--- src/sv/sgdrb_pkg.sv ---
// Shared types, constants and the sequencer microprogram for the
// descriptor ring builder. No dependencies.
package sgdrb_pkg;

  localparam int ADDR_W          = 32;
  localparam int LEN_W           = 22;
  localparam int CNT_W           = 16;
  localparam int CTRL_W          = 8;
  localparam int MAX_DESCRIPTORS = 64;
  localparam int DESC_BYTES      = 32;
  localparam int LIMIT_W         = LEN_W + 1;

  localparam logic [CNT_W-1:0]  CHUNK_RESET = 16'hFF00;
  localparam logic [CTRL_W-1:0] CTRL_EOP    = 8'h01;
  localparam logic [CTRL_W-1:0] CTRL_SOP    = 8'h04;
  localparam logic [CTRL_W-1:0] CTRL_OWNED  = 8'h80;

  typedef logic [1:0] step_t;

  localparam step_t STEP_IDLE  = 2'd0;  // take request
  localparam step_t STEP_CHECK = 2'd1;  // chunk count limit
  localparam step_t STEP_LONG  = 2'd2;  // single too_long result
  localparam step_t STEP_EMIT  = 2'd3;  // one descriptor per pass

  typedef enum logic [1:0] {
    W_NONE,
    W_INPUT,
    W_OUTPUT
  } wait_e;

  typedef enum logic [1:0] {
    C_TRUE,
    C_LEN_ZERO,
    C_TOO_LONG,
    C_LAST
  } cond_e;

  typedef struct packed {
    logic  take_in;
    logic  emit_desc;
    logic  emit_long;
    wait_e wait_sel;
    cond_e cond;
    step_t tgt_t;
    step_t tgt_f;
  } uword_t;

  // Datapath -> sequencer
  typedef struct packed {
    logic in_valid;
    logic len_zero;
    logic too_long;
    logic is_last;
    logic out_free;
  } status_t;

  // Sequencer -> datapath
  typedef struct packed {
    logic take_in;
    logic emit_desc;
    logic emit_long;
  } ctrl_t;

  function automatic uword_t program_rom(step_t step);
    uword_t w;
    w = '{take_in: 1'b0, emit_desc: 1'b0, emit_long: 1'b0, wait_sel: W_NONE,
          cond: C_TRUE, tgt_t: STEP_IDLE, tgt_f: STEP_IDLE};
    unique case (step)
      STEP_IDLE: begin
        w.take_in  = 1'b1;
        w.wait_sel = W_INPUT;
        w.cond     = C_LEN_ZERO;
        w.tgt_t    = STEP_IDLE;
        w.tgt_f    = STEP_CHECK;
      end
      STEP_CHECK: begin
        w.cond  = C_TOO_LONG;
        w.tgt_t = STEP_LONG;
        w.tgt_f = STEP_EMIT;
      end
      STEP_LONG: begin
        w.emit_long = 1'b1;
        w.wait_sel  = W_OUTPUT;
        w.cond      = C_TRUE;
        w.tgt_t     = STEP_IDLE;
        w.tgt_f     = STEP_IDLE;
      end
      STEP_EMIT: begin
        w.emit_desc = 1'b1;
        w.wait_sel  = W_OUTPUT;
        w.cond      = C_LAST;
        w.tgt_t     = STEP_IDLE;
        w.tgt_f     = STEP_EMIT;
      end
      default: ;
    endcase
    return w;
  endfunction

endpackage

--- src/sv/sgdrb_req_if.sv ---
// Request channel: valid/ready plus the transfer request payload.
// Depends on sgdrb_pkg for field widths.
interface sgdrb_req_if;
  logic                          valid;
  logic                          ready;
  logic [sgdrb_pkg::ADDR_W-1:0]  start_addr;
  logic [sgdrb_pkg::LEN_W-1:0]   length;
  logic [sgdrb_pkg::ADDR_W-1:0]  table_base;

  modport source (output valid, start_addr, length, table_base, input ready);
  modport sink   (input valid, start_addr, length, table_base, output ready);
endinterface

--- src/sv/sgdrb_desc_if.sv ---
// Descriptor channel: valid/ready plus one descriptor result.
// Depends on sgdrb_pkg for field widths.
interface sgdrb_desc_if;
  logic                          valid;
  logic                          ready;
  logic [sgdrb_pkg::ADDR_W-1:0]  desc_addr;
  logic [sgdrb_pkg::ADDR_W-1:0]  src_addr;
  logic [sgdrb_pkg::ADDR_W-1:0]  next_addr;
  logic [sgdrb_pkg::CNT_W-1:0]   byte_count;
  logic [sgdrb_pkg::CTRL_W-1:0]  control;
  logic                          last;
  logic                          too_long;

  modport source (output valid, desc_addr, src_addr, next_addr, byte_count, control,
                  last, too_long, input ready);
  modport sink   (input valid, desc_addr, src_addr, next_addr, byte_count, control,
                  last, too_long, output ready);
endinterface

--- src/sv/sg_dma_descriptor_ring_builder_top.sv ---
// Top level of the scatter-gather descriptor ring builder.
// Depends on sgdrb_pkg, sgdrb_req_if, sgdrb_desc_if, sgdrb_sequencer, sgdrb_datapath.
//
// Usage:
//   req_i takes one request per transfer (start_addr, length, table_base).
//   desc_o gives one descriptor per chunk of at most chunk_bytes bytes, in
//   order; the last one has last=1, EOP in control and next_addr pointing
//   back at table_base, closing the ring. A zero length gives nothing. A
//   request needing more than MAX_DESCRIPTORS chunks gives one result with
//   too_long=1 and every other field zero.
//   cfg_we_i/cfg_wdata_i write chunk_bytes (0 acts as 1); write only while
//   idle. Reset value 0xFF00.
// Timing:
//   One request at a time. ready is high only in the take step. A request
//   of N descriptors passes take, limit check and N emit steps; the first
//   descriptor enters the output register in the first emit step. Too-long
//   requests pass take, limit check and the too-long step; zero length only
//   take. Emit step: one descriptor per cycle while desc_o is not stalled.
// Stall: desc_o has a single output register; while it is full and not
//   taken, the sequencer holds its emit or too-long step and the walk state holds.
// Reset (async, active low): sequencer back to the take step, output
//   register empty, chunk_bytes back to its reset value.
module sg_dma_descriptor_ring_builder_top (
  input  logic                        clk_i,
  input  logic                        rst_ni,
  input  logic                        cfg_we_i,
  input  logic [sgdrb_pkg::CNT_W-1:0] cfg_wdata_i,
  sgdrb_req_if.sink                   req_i,
  sgdrb_desc_if.source                desc_o
);

  sgdrb_pkg::status_t status;
  sgdrb_pkg::ctrl_t   ctrl;

  // control store + step counter
  sgdrb_sequencer u_seq (
    .clk_i    (clk_i),
    .rst_ni   (rst_ni),
    .status_i (status),
    .ctrl_o   (ctrl)
  );

  // walk registers, descriptor fields, output register
  sgdrb_datapath u_dp (
    .clk_i       (clk_i),
    .rst_ni      (rst_ni),
    .cfg_we_i    (cfg_we_i),
    .cfg_wdata_i (cfg_wdata_i),
    .req         (req_i),
    .desc        (desc_o),
    .ctrl_i      (ctrl),
    .status_o    (status)
  );

endmodule

--- src/sv/sgdrb_sequencer.sv ---
// Microprogram sequencer: step counter, control ROM, wait and branch logic.
// Depends on sgdrb_pkg.
module sgdrb_sequencer (
  input  logic               clk_i,
  input  logic               rst_ni,
  input  sgdrb_pkg::status_t status_i,
  output sgdrb_pkg::ctrl_t   ctrl_o
);

  sgdrb_pkg::step_t  step_d, step_q;
  sgdrb_pkg::uword_t uword;
  logic              stalled;
  logic              cond_hit;

  assign uword = sgdrb_pkg::program_rom(step_q);

  always_comb begin
    unique case (uword.wait_sel)
      sgdrb_pkg::W_INPUT:  stalled = !status_i.in_valid;
      sgdrb_pkg::W_OUTPUT: stalled = !status_i.out_free;
      default:             stalled = 1'b0;
    endcase
  end

  always_comb begin
    unique case (uword.cond)
      sgdrb_pkg::C_LEN_ZERO: cond_hit = status_i.len_zero;
      sgdrb_pkg::C_TOO_LONG: cond_hit = status_i.too_long;
      sgdrb_pkg::C_LAST:     cond_hit = status_i.is_last;
      default:               cond_hit = 1'b1;
    endcase
  end

  always_comb begin
    if (stalled) begin
      step_d = step_q;
    end else if (cond_hit) begin
      step_d = uword.tgt_t;
    end else begin
      step_d = uword.tgt_f;
    end
  end

  always_ff @(posedge clk_i or negedge rst_ni) begin
    if (!rst_ni) begin
      step_q <= sgdrb_pkg::STEP_IDLE;
    end else begin
      step_q <= step_d;
    end
  end

  // ready is offered whenever the take step is active, independent of valid
  assign ctrl_o.take_in   = uword.take_in;
  assign ctrl_o.emit_desc = uword.emit_desc & status_i.out_free;
  assign ctrl_o.emit_long = uword.emit_long & status_i.out_free;

endmodule

--- src/sv/sgdrb_datapath.sv ---
// Datapath: chunk register, walk registers, descriptor field logic and the
// output register. Depends on sgdrb_pkg and the two channel interfaces.
module sgdrb_datapath (
  input  logic                           clk_i,
  input  logic                           rst_ni,
  input  logic                           cfg_we_i,
  input  logic [sgdrb_pkg::CNT_W-1:0]    cfg_wdata_i,
  sgdrb_req_if.sink                      req,
  sgdrb_desc_if.source                   desc,
  input  sgdrb_pkg::ctrl_t               ctrl_i,
  output sgdrb_pkg::status_t             status_o
);

  logic [sgdrb_pkg::CNT_W-1:0]   chunk_q;
  logic [sgdrb_pkg::CNT_W-1:0]   chunk_eff;
  logic [sgdrb_pkg::LEN_W-1:0]   remaining_q;
  logic [sgdrb_pkg::ADDR_W-1:0]  rd_addr_q;
  logic [sgdrb_pkg::ADDR_W-1:0]  desc_addr_q;
  logic [sgdrb_pkg::ADDR_W-1:0]  base_q;
  logic                          first_q;
  logic [sgdrb_pkg::LIMIT_W-1:0] limit;
  logic                          is_last;
  logic                          too_long;
  logic [sgdrb_pkg::CNT_W-1:0]   count;
  logic [sgdrb_pkg::ADDR_W-1:0]  desc_step;
  logic [sgdrb_pkg::ADDR_W-1:0]  next_addr;
  logic [sgdrb_pkg::CTRL_W-1:0]  control;
  logic                          out_valid_q;
  logic                          out_free;

  assign chunk_eff = (chunk_q == '0) ? sgdrb_pkg::CNT_W'(1) : chunk_q;

  // more than MAX_DESCRIPTORS chunks <=> length > MAX_DESCRIPTORS * chunk
  assign limit    = sgdrb_pkg::LIMIT_W'(chunk_eff)
                  * sgdrb_pkg::LIMIT_W'(sgdrb_pkg::MAX_DESCRIPTORS);
  assign too_long = sgdrb_pkg::LIMIT_W'(remaining_q) > limit;

  assign is_last   = remaining_q <= sgdrb_pkg::LEN_W'(chunk_eff);
  assign count     = is_last ? remaining_q[sgdrb_pkg::CNT_W-1:0] : chunk_eff;
  assign desc_step = desc_addr_q + sgdrb_pkg::ADDR_W'(sgdrb_pkg::DESC_BYTES);
  assign next_addr = is_last ? base_q : desc_step;
  assign control   = sgdrb_pkg::CTRL_OWNED
                   | (first_q ? sgdrb_pkg::CTRL_SOP : '0)
                   | (is_last ? sgdrb_pkg::CTRL_EOP : '0);

  assign out_free = !out_valid_q || desc.ready;

  assign status_o.in_valid = req.valid;
  assign status_o.len_zero = (req.length == '0);
  assign status_o.too_long = too_long;
  assign status_o.is_last  = is_last;
  assign status_o.out_free = out_free;

  assign req.ready  = ctrl_i.take_in;
  assign desc.valid = out_valid_q;

  always_ff @(posedge clk_i or negedge rst_ni) begin
    if (!rst_ni) begin
      chunk_q <= sgdrb_pkg::CHUNK_RESET;
    end else if (cfg_we_i) begin
      chunk_q <= cfg_wdata_i;
    end
  end

  always_ff @(posedge clk_i or negedge rst_ni) begin
    if (!rst_ni) begin
      remaining_q <= '0;
      rd_addr_q   <= '0;
      desc_addr_q <= '0;
      base_q      <= '0;
      first_q     <= 1'b0;
    end else if (ctrl_i.take_in && req.valid) begin
      remaining_q <= req.length;
      rd_addr_q   <= req.start_addr;
      desc_addr_q <= req.table_base;
      base_q      <= req.table_base;
      first_q     <= 1'b1;
    end else if (ctrl_i.emit_desc) begin
      remaining_q <= remaining_q - sgdrb_pkg::LEN_W'(count);
      rd_addr_q   <= rd_addr_q + sgdrb_pkg::ADDR_W'(chunk_eff);
      desc_addr_q <= desc_step;
      first_q     <= 1'b0;
    end
  end

  always_ff @(posedge clk_i or negedge rst_ni) begin
    if (!rst_ni) begin
      out_valid_q <= 1'b0;
    end else if (ctrl_i.emit_desc || ctrl_i.emit_long) begin
      out_valid_q <= 1'b1;
    end else if (desc.ready) begin
      out_valid_q <= 1'b0;
    end
  end

  always_ff @(posedge clk_i) begin
    if (ctrl_i.emit_desc) begin
      desc.desc_addr  <= desc_addr_q;
      desc.src_addr   <= rd_addr_q;
      desc.next_addr  <= next_addr;
      desc.byte_count <= count;
      desc.control    <= control;
      desc.last       <= is_last;
      desc.too_long   <= 1'b0;
    end else if (ctrl_i.emit_long) begin
      desc.desc_addr  <= '0;
      desc.src_addr   <= '0;
      desc.next_addr  <= '0;
      desc.byte_count <= '0;
      desc.control    <= '0;
      desc.last       <= 1'b0;
      desc.too_long   <= 1'b1;
    end
  end

  a_emit_nonempty: assert property (@(posedge clk_i) disable iff (!rst_ni)
    ctrl_i.emit_desc |-> (remaining_q != '0) && !too_long)
    else $error("descriptor emitted with nothing left or over the limit");

  a_long_only_when_long: assert property (@(posedge clk_i) disable iff (!rst_ni)
    ctrl_i.emit_long |-> too_long && !ctrl_i.emit_desc)
    else $error("too_long result without an oversized request");

  a_sop_once: assert property (@(posedge clk_i) disable iff (!rst_ni)
    ctrl_i.emit_desc |=> !first_q)
    else $error("start-of-packet still pending after a descriptor");

  a_no_overwrite: assert property (@(posedge clk_i) disable iff (!rst_ni)
    (ctrl_i.emit_desc || ctrl_i.emit_long) |-> (!out_valid_q || desc.ready))
    else $error("output register overwritten while full");

endmodule

--- src/flat_wrapper.sv ---
// flat-port wrapper written by rule: the top's interface ports become plain ports
module sg_dma_descriptor_ring_builder_top_flat 
  (clk_i, rst_ni, cfg_we_i, cfg_wdata_i, req_i_valid, req_i_start_addr, req_i_length, req_i_table_base, req_i_ready, desc_o_valid, desc_o_desc_addr, desc_o_src_addr, desc_o_next_addr, desc_o_byte_count, desc_o_control, desc_o_last, desc_o_too_long, desc_o_ready);
  sgdrb_req_if req_i_i ();
  sgdrb_desc_if desc_o_i ();
  input  logic clk_i;
  input  logic rst_ni;
  input  logic cfg_we_i;
  input  logic [sgdrb_pkg::CNT_W-1:0] cfg_wdata_i;
  input wire logic [$bits(req_i_i.valid)-1:0] req_i_valid;
  input wire logic [$bits(req_i_i.start_addr)-1:0] req_i_start_addr;
  input wire logic [$bits(req_i_i.length)-1:0] req_i_length;
  input wire logic [$bits(req_i_i.table_base)-1:0] req_i_table_base;
  output wire logic [$bits(req_i_i.ready)-1:0] req_i_ready;
  output wire logic [$bits(desc_o_i.valid)-1:0] desc_o_valid;
  output wire logic [$bits(desc_o_i.desc_addr)-1:0] desc_o_desc_addr;
  output wire logic [$bits(desc_o_i.src_addr)-1:0] desc_o_src_addr;
  output wire logic [$bits(desc_o_i.next_addr)-1:0] desc_o_next_addr;
  output wire logic [$bits(desc_o_i.byte_count)-1:0] desc_o_byte_count;
  output wire logic [$bits(desc_o_i.control)-1:0] desc_o_control;
  output wire logic [$bits(desc_o_i.last)-1:0] desc_o_last;
  output wire logic [$bits(desc_o_i.too_long)-1:0] desc_o_too_long;
  input wire logic [$bits(desc_o_i.ready)-1:0] desc_o_ready;
  assign req_i_i.valid = req_i_valid;
  assign req_i_i.start_addr = req_i_start_addr;
  assign req_i_i.length = req_i_length;
  assign req_i_i.table_base = req_i_table_base;
  assign req_i_ready = req_i_i.ready;
  assign desc_o_valid = desc_o_i.valid;
  assign desc_o_desc_addr = desc_o_i.desc_addr;
  assign desc_o_src_addr = desc_o_i.src_addr;
  assign desc_o_next_addr = desc_o_i.next_addr;
  assign desc_o_byte_count = desc_o_i.byte_count;
  assign desc_o_control = desc_o_i.control;
  assign desc_o_last = desc_o_i.last;
  assign desc_o_too_long = desc_o_i.too_long;
  assign desc_o_i.ready = desc_o_ready;
  sg_dma_descriptor_ring_builder_top u_core (.clk_i(clk_i), .rst_ni(rst_ni), .cfg_we_i(cfg_we_i), .cfg_wdata_i(cfg_wdata_i), .req_i(req_i_i), .desc_o(desc_o_i));
endmodule
--- config.mk ---
export PLATFORM = sky130hd
export DESIGN_NAME = sg_dma_descriptor_ring_builder_top_flat
export DESIGN_NICKNAME = d
export VERILOG_FILES = /design/src/sv/sgdrb_pkg.sv /design/src/sv/sgdrb_req_if.sv /design/src/sv/sgdrb_desc_if.sv /design/src/sv/sg_dma_descriptor_ring_builder_top.sv /design/src/sv/sgdrb_sequencer.sv /design/src/sv/sgdrb_datapath.sv /design/src/flat_wrapper.sv
export SDC_FILE = /design/constraint.sdc
export NUM_CORES = 1
export LEC_CHECK = 0
export BUFFER_PORTS_ARGS = -buffer_cell sky130_fd_sc_hd__clkbuf_2
export CORE_UTILIZATION = 50
export DETAILED_ROUTE_END_ITERATION = 16
export PLACE_DENSITY = 0.79
export SLEW_MARGIN = 10
export SYNTH_ARGS = -nofsm -noshare
export SYNTH_HDL_FRONTEND = slang
export SYNTH_SLANG_ARGS = --single-unit
--- constraint.sdc ---
create_clock -name clk_i -period 5.7 [get_ports clk_i]
set_input_delay 0.285 -clock clk_i [delete_from_list [all_inputs] [get_ports clk_i]]
set_output_delay 0.285 -clock clk_i [all_outputs]
set_load 0.02 [all_outputs]
; Yosys cells after proc, flatten, opt, wreduce, memory -nomap -nowiden
; Index checks and enable logic that the tools add are counted.
[totals]
regBits = 260
input_bits = 107
out_inout_bits = 124
elab_cells = 77
[op_classes]
add_sub_neg = 3
order_cmp = 2
n_bitwise = 3
muxes = 33
n_eq_ne = 8
n_reduce_logical = 13
[ops]
columns = op, n
row1 = 32-bit 2-to-1 mux, 9
row2 = 16-bit 2-to-1 mux, 4
row3 = 22-bit 2-to-1 mux, 2
row4 = 32-bit by 16-bit adder with 32-bit output, 1
row5 = 32-bit by 6-bit adder with 32-bit output (second input constant), 1
row6 = 6-bit case mux with 4 select lines, 1
row7 = 22-bit greater-than comparator, 1
row8 = 22-bit by 16-bit less-or-equal comparator with 1-bit output, 1
row9 = 22-bit zero test, 1
row10 = 22-bit by 16-bit subtractor with 22-bit output, 1
row11 = 16-bit zero test, 1
row12 = 8-bit 2-to-1 mux, 2
row13 = 2-bit equality test (second input constant), 5
row14 = 1-bit 2-to-1 mux, 10
row15 = 8-bit by 1-bit bitwise OR with 8-bit output, 1
row16 = 2-bit by 1-bit equality test with 1-bit output (second input constant), 3
row17 = 2-bit nonzero test, 3
row18 = 2-bit case mux with 2 select lines, 1
row19 = 1-bit zero test, 3
row20 = 3-bit 2-to-1 mux, 1
row21 = 1-bit case mux with 3 select lines, 1
row22 = 1-bit AND, 2
row23 = 2-bit zero test, 1
row24 = 1-bit logical OR, 2
row25 = 4 further kinds, 4

; Logic depth before layout (Yosys ltp)
; Gate-level depths: netlist of the first run.
[logic_depth]
ltp_word = 7
ltp_mapped = 26
depth_no_buf = 22

; By module
; A second synthesis of the first run with hierarchy kept.
[hier_totals]
hier_cells = 1427
area_unflattened_um2 = 13899.6
[by_module_without_submodules]
columns = mod, area_each_um2, seq_area_each_um2, cells_each, instances
row1 = sgdrb_datapath, 13785.7, 6886.6, 1414, 1
row2 = sgdrb_sequencer, 113.9, 50.0, 13, 1

; Worst setup path before layout of the first run
; No wires, ideal clock.
[synth_timing]
kind = register -> register
startpoint = reg u_core.u_dp.chunk_q[13] in the netlist's numbering
endpoint = reg u_core.u_dp.remaining_q[18] in the netlist's numbering
period_less_slack_ns = 5.052
n_path_buf = 3
setup_slack_ns = 0.648
arrival_time_ns = 4.925
path_stages_with_launch = 24
setup_ns = 0.128
path_cell_list = dfstp_2 clkbuf_1 inv_1 ha_1 nand2_1 nor4_4 o311ai_1 a31oi_4 clkbuf_1 clkbuf_1 nor2_1 a21oi_1 inv_1 fa_1 inv_1 a21o_1 and2_1 o211a_1 o31ai_1 and2_1 or2_1 and3_1 o21ai_1 mux2_1
[synth_via]
elab_chain_cells = 7
[synth_lines]
columns = element, line_no
row1 = start: declaration, sgdrb_datapath.sv:14  ; logic [sgdrb_pkg::CNT_W-1:0] chunk_q;
row2 = start signal: assignment, sgdrb_datapath.sv:59  ; chunk_q <= sgdrb_pkg::CHUNK_RESET;
row3 = start signal: assignment, sgdrb_datapath.sv:61  ; chunk_q <= cfg_wdata_i;
row4 = 16-bit zero test, sgdrb_datapath.sv:31  ; assign chunk_eff = (chunk_q == '0) ? sgdrb_pkg::CNT_W'(1) : chunk_q;
row5 = 16-bit 2-to-1 mux (*), sgdrb_datapath.sv:31
row6 = 22-bit by 16-bit less-or-equal comparator with 1-bit output, sgdrb_datapath.sv:38  ; assign is_last = remaining_q <= sgdrb_pkg::LEN_W'(chunk_eff);
row7 = 16-bit 2-to-1 mux (*), sgdrb_datapath.sv:39  ; assign count = is_last ? remaining_q[sgdrb_pkg::CNT_W-1:0] : chunk_eff;
row8 = "net u_core.u_dp.count, one bit", sgdrb_datapath.sv:24  ; logic [sgdrb_pkg::CNT_W-1:0] count;
row9 = 22-bit by 16-bit subtractor with 22-bit output (*), sgdrb_datapath.sv:79  ; remaining_q <= remaining_q - sgdrb_pkg::LEN_W'(count);
row10 = 22-bit 2-to-1 mux (*), sgdrb_datapath.sv:78  ; end else if (ctrl_i.emit_desc) begin
row11 = 22-bit 2-to-1 mux (*), sgdrb_datapath.sv:72  ; end else if (ctrl_i.take_in && req.valid) begin
row12 = end signal: assignment, sgdrb_datapath.sv:73  ; remaining_q <= req.length;
row13 = end signal: assignment, sgdrb_datapath.sv:79
row14 = end: declaration, sgdrb_datapath.sv:16  ; logic [sgdrb_pkg::LEN_W-1:0] remaining_q;
; Mark *: on every way through the listed nets, which the timed path passes. The rest lies on a longest branch. The select of a mux whose other input is x is not followed.
; A chain may end at the register's enable or synchronous reset.

; Worst setup path in the final report of the first run
[layout_timing]
startpoint = reg u_core.u_dp.chunk_q[3] in the netlist's numbering
endpoint = reg u_core.u_dp.remaining_q[18] in the netlist's numbering
; The elaborated chain is that of the path after synthesis.

==> results of run 1 <==
through the flow:
stage                     std cells  hold slack [ps]  cell area [sq um]  setup WS, ps
after floorplan                1437           -10.59              13830         647.7
after global placement         1919            417.1              15110         751.9
after detailed placement       1919            415.4              15110         651.8
after CTS                      2036           0.8734              16630         645.9
after global routing           2036            19.41              16630         315.3
final                          2036            16.52              16630         595.2
registers in the layout (all words and copies together), names as in the netlist:
signal                       count
u_core.u_dp.base_q              32
u_core.u_dp.chunk_q             16
u_core.u_dp.desc.byte_count     16
u_core.u_dp.desc.control         3
u_core.u_dp.desc.desc_addr      32
u_core.u_dp.desc.next_addr      32
u_core.u_dp.desc.src_addr       32
u_core.u_dp.desc.too_long        1
u_core.u_dp.desc.valid           1
u_core.u_dp.desc_addr_q         32
u_core.u_dp.first_q              1
u_core.u_dp.rd_addr_q           32
u_core.u_dp.remaining_q         22
u_core.u_seq.step_q              2
layer usage:
layer / part of all wire [%] / GRT usage (%) / vias to the layer above / routed length, microns
li1: - / - / 5608 / -
met1: 42 / 37.07 / 5786 / 16620
met2: 47 / 46.36 / 540 / 18630
met3: 7.1 / 4.184 / 91 / 2812
met4: 3.4 / 10.47 / 0 / 1347
met5: 0 / 0 / - / 0
logic make-up after synthesis:
group / Yosys count
simple gates: 555
compound gates: 364
flops: 254
buf+inv: 137
fa+ha+maj: 61
xor+xnor: 51
mux: 10
other cells: 1
cells in the mapped netlist (4+ instances only):
library cell and n:
o21ai_1 5, a21o_1 13, a221o_1 4, o311ai_0 10
o21a_1 9, mux2i_1 7, nand3_1 28, edfxtp_1 115
and2_1 65, or3_1 4, o211a_1 6, clkbuf_1 79
buf_1 8, nand2b_1 16, a21oi_1 89, o211ai_1 12
nor2_1 104, a211o_1 4, a21boi_0 5, o31ai_1 8
xor2_1 28, nor4_1 11, nand2_1 250, a31oi_1 12
nor2b_1 8, o21ai_0 87, o221a_2 4, a22oi_1 28
nand4_1 14, xnor2_1 23, dfstp_2 8, dfrtp_1 130
ha_1 56, nor3_1 15, buf_4 6, o22ai_1 7
inv_1 40, a211oi_1 32, and3_1 15
worst register-to-register path, stage by stage (launching register included):
cell	delay (ps)
dfrtp_1	460
nor4_1	380
a41oi_1	190
inv_1	160
ha_1	150
nand2b_1	90
a21oi_1	80
o311a_1	400
o31ai_4	440
o21ai_0	210
ha_1	240
fa_1	410
inv_1	100
a21o_1	140
and2_1	150
o211a_1	160
o31ai_1	80
and2_1	210
or2_1	260
and3_1	220
o21ai_1	150
mux2_1	330
power groups by stage:
stage	logic, W	registers, W	clock network [W]
floorplan	0.00243	0.00354	0
global placement	0.00382	0.00327	0
detailed placement	0.00389	0.00329	0
CTS	0.00395	0.00326	0.00172
global route	0.00440	0.00335	0.00180
finish	0.00398	0.00328	0.00169
cell type report:
class                      count  area [sq um]
fill                        2213         10390
sequential                   254          6937
multi-input combinational   1046          6374
timing repair buffer         305          1903
clock buffer                  34         701.9
tap                          341         426.7
inverter                      41         153.9
clock inverter                15         137.6
path summary, 6_finish.rpt:
path                                        startpoint                     endpoint  slack [ps]  cells after the start
worst max-delay path            u_core.u_dp.chunk_q[3]  u_core.u_dp.remaining_q[18]         600                     21
worst max register to register  u_core.u_dp.chunk_q[3]  u_core.u_dp.remaining_q[18]         600                     21
max in group asynchronous                       rst_ni    u_core.u_dp.rd_addr_q[11]        4100                      3
worst min register to register  u_core.u_dp.base_q[17]       u_core.u_dp.base_q[17]         470                      2
min in group asynchronous                       rst_ni   u_core.u_dp.remaining_q[8]         370                      2
worst min-delay path              req_i_start_addr[14]    u_core.u_dp.rd_addr_q[14]          20                      3
==> key figures, run 1 <==
Power
  • Pint: 0.005137 W
  • Total power: 0.008947 W
  • Sequential share of power: 36.7%
  • Clk pwr share: 18.9%
  • Switch share: 42.58%
  • Combinational Power Share: 44.5%
  • Net Switching: 0.003809 W
  • VDD IR max: 317.6 uV
  • Pleak: 7.468 nW
  • Power Density: 537.9 mW/mm^2

Timing
  • Crit share post-route: 89.56%
  • F_max: 195.9 MHz
  • Pins Over Slew Limit: 0
  • Clock Skew: 11.29 ps
  • Max_slew headroom: 31.20%
  • Crit path time final: 5105 ps
  • Final setup vio count: 0
  • Final hold viol count: 0
  • Slew of the pin with the lowest slew margin: 1032 ps
  • RSZ-0062 raised after global routing: false
  • Final TNS setup: 0 ps

Yosys
  • Mux cell area share after synthesis: 0.7519%
  • Synth Area in Compound Gates: 17.22%
  • Synth area leader: edfxtp_1
  • Sequential cell area fraction in the yosys report: 50.23%
  • Synth Flop Type: dfrtp_1
  • Post-synthesis adder-cell area fraction: 5.581%
  • Synth top area share: 25.00%
  • Main combinational cell family by area after synthesis: simple AND/OR/NAND/NOR gates
  • Flops & latches, synth: 254
  • Cell Area, Synth: 0.01381 sq mm
  • Post-synthesis average cell area: 9.638 sq um
  • Simple-gate area share of the yosys netlist: 19.00%
  • Post-synthesis cell count: 1433
  • Ys async rst share: 54.33%
  • Synth unique cells: 86
  • Post-synth EDFFs: 115
  • XOR/XNOR share of the synthesized area: 3.234%
  • Most area-consuming cells after synthesis: edfxtp_1 25%, dfrtp_1 24%, nand2_1 6.8%
  • Yosys warning total: 0

Floorplanning
  • Chip width: 168.2 microns
  • Initial Util: 51.10%
  • Placeable Area: 0.02703 sq mm
  • Die height: 168.2 microns
  • Row cnt: 60
  • Ports: 231
  • Die Footprint: 0.02829 sq mm

Route
  • Vias per cell: 5.906
  • DRT Pass-1 Iters: 7
  • Remaining DRCs: 0
  • Vias: 12030
  • First DRT Iteration DRCs: 1054
  • Detail Route Antenna Nets: 0
  • Wire per inst: 19.36 microns
  • Total Wirelength: 39.42 mm

Worst setup path
  • Top Family by Delay on Critical Path: compound AO/OA/AOI/OAI gates
  • WP data arrival: 5530 ps
  • Worst Setup Path Type: reg -> reg
  • Req. time, crit path: 6130 ps
  • Critical Path, Cell by Cell: nor4_1, a41oi_1, inv_1, ha_1, nand2b_1, a21oi_1, o311a_1, o31ai_4, o21ai_0, ha_1, fa_1, inv_1, a21o_1, and2_1, o211a_1, o31ai_1, and2_1, or2_1, and3_1, o21ai_1, mux2_1
  • Slowest stage delay, CP: 460 ps
  • Slowest stage cell, crit path: dfrtp_1
  • Maximum fanout along the worst path: 7
  • Crit end category: register
  • CP startpoint kind: register
  • Worst Path Buf+Inv: 2

Final layout
  • Area Overhead vs Synth: 20.44%
  • Post-layout util: 61.55%
  • Layout net count: 1840
  • Most common cell after layout, fill and taps aside: nand2_1
  • Layout cells sized above 1: 18.17%
  • Number of diodes: 0
  • Most frequent cells in the layout: 248 x nand2_1, 224 x clkbuf_2, 130 x dfrtp_1

Placement
  • Placer Congestion: 1.022
  • Port Buffers: 225
  • Final HPWL DP: 26.82 mm

CTS
  • Clk_lat worst skew: 540 ps
  • CTS tree: yes
  • # clock sinks: 254
  • Postcts setup bufs: 0
  • # resized after CTS: 0
  • CTS H-tree lvls: 1
  • Num CTS Buffers: 27
  • CTS max path bufs: 3
  • # hold bufs at CTS: 68
  • Clock transition at the registers of the reported paths: 70 ps
  • CTS root buffer: clkbuf_16

GRT
  • GRT overflow: 0
  • Vias in the first global route: 11830
  • Largest net degree at the start of global routing: 85
  • Initial antenna violation count: 0
  • GRT Util Overall: 27.89%
  • First-pass GRT wire length: 62.27 mm

Flow run
  • Max_cap viols: 0

Hold path
  • Min-delay worst type: in -> reg

Status
  • Status: finished, final reports clean
Power figures use the tool's default switching activity.
==> inputs of run 2 (changes only) <==
--- a/config.mk
+++ b/config.mk
@@ -6,9 +6,9 @@
 export NUM_CORES = 1
 export LEC_CHECK = 0
 export BUFFER_PORTS_ARGS = -buffer_cell sky130_fd_sc_hd__clkbuf_2
-export CORE_UTILIZATION = 50
+export CORE_UTILIZATION = 45
 export DETAILED_ROUTE_END_ITERATION = 16
-export PLACE_DENSITY = 0.79
+export PLACE_DENSITY = 0.73
 export SLEW_MARGIN = 10
 export SYNTH_ARGS = -nofsm -noshare
 export SYNTH_HDL_FRONTEND = slang
==> key figures, run 2 (same netlist as run 1, synthesis figures left out) <==
Power
  • VDD IR max: 303.3 uV
  • Power Density: 534.8 mW/mm^2
  • Pleak: 7.478 nW
  • Total power: 0.008960 W

Final layout
  • Layout net count: 1847
  • Layout cells sized above 1: 17.89%
  • Area Overhead vs Synth: 21.31%
  • Most common cell after layout, fill and taps aside: nand2_1
  • Finished Layout Cells: 2096
  • Most frequent cells in the layout: 248 x nand2_1, 224 x clkbuf_2, 130 x dfrtp_1
  • Fin area: 0.01675 sq mm

CTS
  • Clk_lat worst skew: 550 ps
  • CTS H-tree lvls: 1
  • Num CTS Buffers: 29
  • Postcts setup bufs: 0
  • # hold bufs at CTS: 72
  • CTS tree: yes
  • Clock transition at the registers of the reported paths: 60 ps
  • CTS max path bufs: 3
  • # resized after CTS: 0
  • CTS root buffer: clkbuf_16
  • # clock sinks: 254

Placement
  • DP Area: 0.01518 sq mm
  • Final HPWL DP: 27.30 mm
  • Port Buffers: 225
  • Cell total after placement: 1969
  • Placer Congestion: 0.9282

Hold path
  • WHS Endpoint: u_core.u_dp.rd_addr_q[16]
  • Hold depth: 2
  • HP Start: req_i_start_addr[16]
  • Min-delay worst type: in -> reg

GRT
  • GRT overflow: 0
  • Initial antenna violation count: 1
  • GRT Util Overall: 25.28%
  • First-pass GRT wire length: 61.80 mm
  • Vias in the first global route: 11390
  • Largest net degree at the start of global routing: 83

Floorplanning
  • Die Footprint: 0.03139 sq mm
  • Ports: 231
  • Placeable Area: 0.02995 sq mm
  • Chip width: 177.2 microns
  • Die height: 177.2 microns
  • Initial Util: 46.11%
  • Row cnt: 63

Worst setup path
  • RR Startpoint: u_core.u_dp.chunk_q[4]
  • RR Endpoint: u_core.u_dp.remaining_q[19]
  • Maximum fanout along the worst path: 36
  • WP data arrival: 5540 ps
  • CP startpoint kind: register
  • Worst Setup Path Type: reg -> reg
  • Crit end category: register
  • R2r setup slk: 580 ps
  • Register-to-Register Path Depth: 19
  • Req. time, crit path: 6120 ps

Route
  • First DRT Iteration DRCs: 943
  • Detail Route Antenna Nets: 0
  • Remaining DRCs: 0
  • Vias per cell: 5.698
  • Total Wirelength: 40.13 mm
  • DRT Pass-1 Iters: 5
  • Vias: 11940
  • Wire per inst: 19.15 microns

Timing
  • Slew of the pin with the lowest slew margin: 1055 ps
  • RSZ-0062 raised after global routing: false
  • Clock Skew: 18.09 ps
  • Crit path time final: 5117 ps
  • Final hold viol count: 0
  • Final TNS setup: 0 ps
  • Crit share post-route: 89.77%
  • Pins Over Slew Limit: 0
  • Max_slew headroom: 29.64%
  • Final setup vio count: 0
  • F_max: 195.4 MHz
  • Tightest hold margin: 11.18 ps

Status
  • Status: finished, final reports clean

Flow run
  • Max_cap viols: 0
-- run 2: cell count changes in the layout (fill, tap and decap cells not counted), moves of 2 or more --
| cell | before | now |
|---|---|---|
| clkinv_1 | 3 | 1 |
| dlygate4sd3_1 | 68 | 72 |
| clkbuf_1 | 7 | 18 |
| clkbuf_16 | 27 | 29 |
| bufinv_16 | 2 | 0 |
| clkinv_2 | 6 | 1 |
-- run 2: layout make-up --
cell class | count | area (sq um)
Antenna cell | 1 | 2.502
Multi-Input combinational cell | 1046 | 6374
Clock inverter | 6 | 41.29
Tap cell | 390 | 488.0
Timing Repair Buffer | 310 | 1951
Fill cell | 2690 | 13200
Sequential cell | 254 | 6937
Inverter | 41 | 153.9
Clock buffer | 48 | 807.0
-- run 2: how the worst max path moves through the flow --
stage / cells past startpoint / end / startpoint
2_1_floorplan: 23 / u_core.u_dp.remaining_q[18] / u_core.u_dp.chunk_q[13]
3_3_place_gp: 19 / u_core.u_dp.remaining_q[19] / u_core.u_dp.chunk_q[4]
3_5_place_dp: 19 / u_core.u_dp.remaining_q[19] / u_core.u_dp.chunk_q[4]
4_1_cts: 19 / u_core.u_dp.remaining_q[19] / u_core.u_dp.chunk_q[4]
5_1_grt: 21 / u_core.u_dp.remaining_q[18] / u_core.u_dp.chunk_q[3]
6_report: 19 / u_core.u_dp.remaining_q[19] / u_core.u_dp.chunk_q[4]
-- run 2: worst max-delay path: stages, from the launching register on --
cell	delay, ps
dfrtp_1	450
nor4_1	370
a41oi_1	200
inv_1	160
ha_1	150
nand2b_1	90
a21oi_1	80
o311a_1	400
o31ai_4	380
buf_4	470
mux2i_1	310
ha_1	390
nand2_1	130
nand2_1	60
and3_4	190
o31a_1	230
a2111o_1	380
nand2_2	120
a21oi_1	90
a211o_1	310
-- run 2: report_power, final --
part           leakage [nW]  switching (W)  internal (W)  total, W
Clock                 0.401       0.000734      0.000962   0.00170
Combinational          4.22        0.00255       0.00143   0.00398
Sequential             2.85       0.000535       0.00275   0.00328
-- run 2: layer usage --
metal | part of all wire, % | GRT usage [%]
met1 | 43 | 34.08
met2 | 47 | 41.57
met3 | 6.4 | 3.458
met4 | 3.2 | 8.872
met5 | 0 | 0
-- run 2: per-stage QoR --
stage          util (%)  worst slack (ps)
2_1_floorplan         -             647.7
3_3_place_gp      50.69             819.7
3_5_place_dp      50.69             670.6
4_1_cts           55.92             655.3
5_1_grt           55.93             218.6
6_report          55.93             583.0
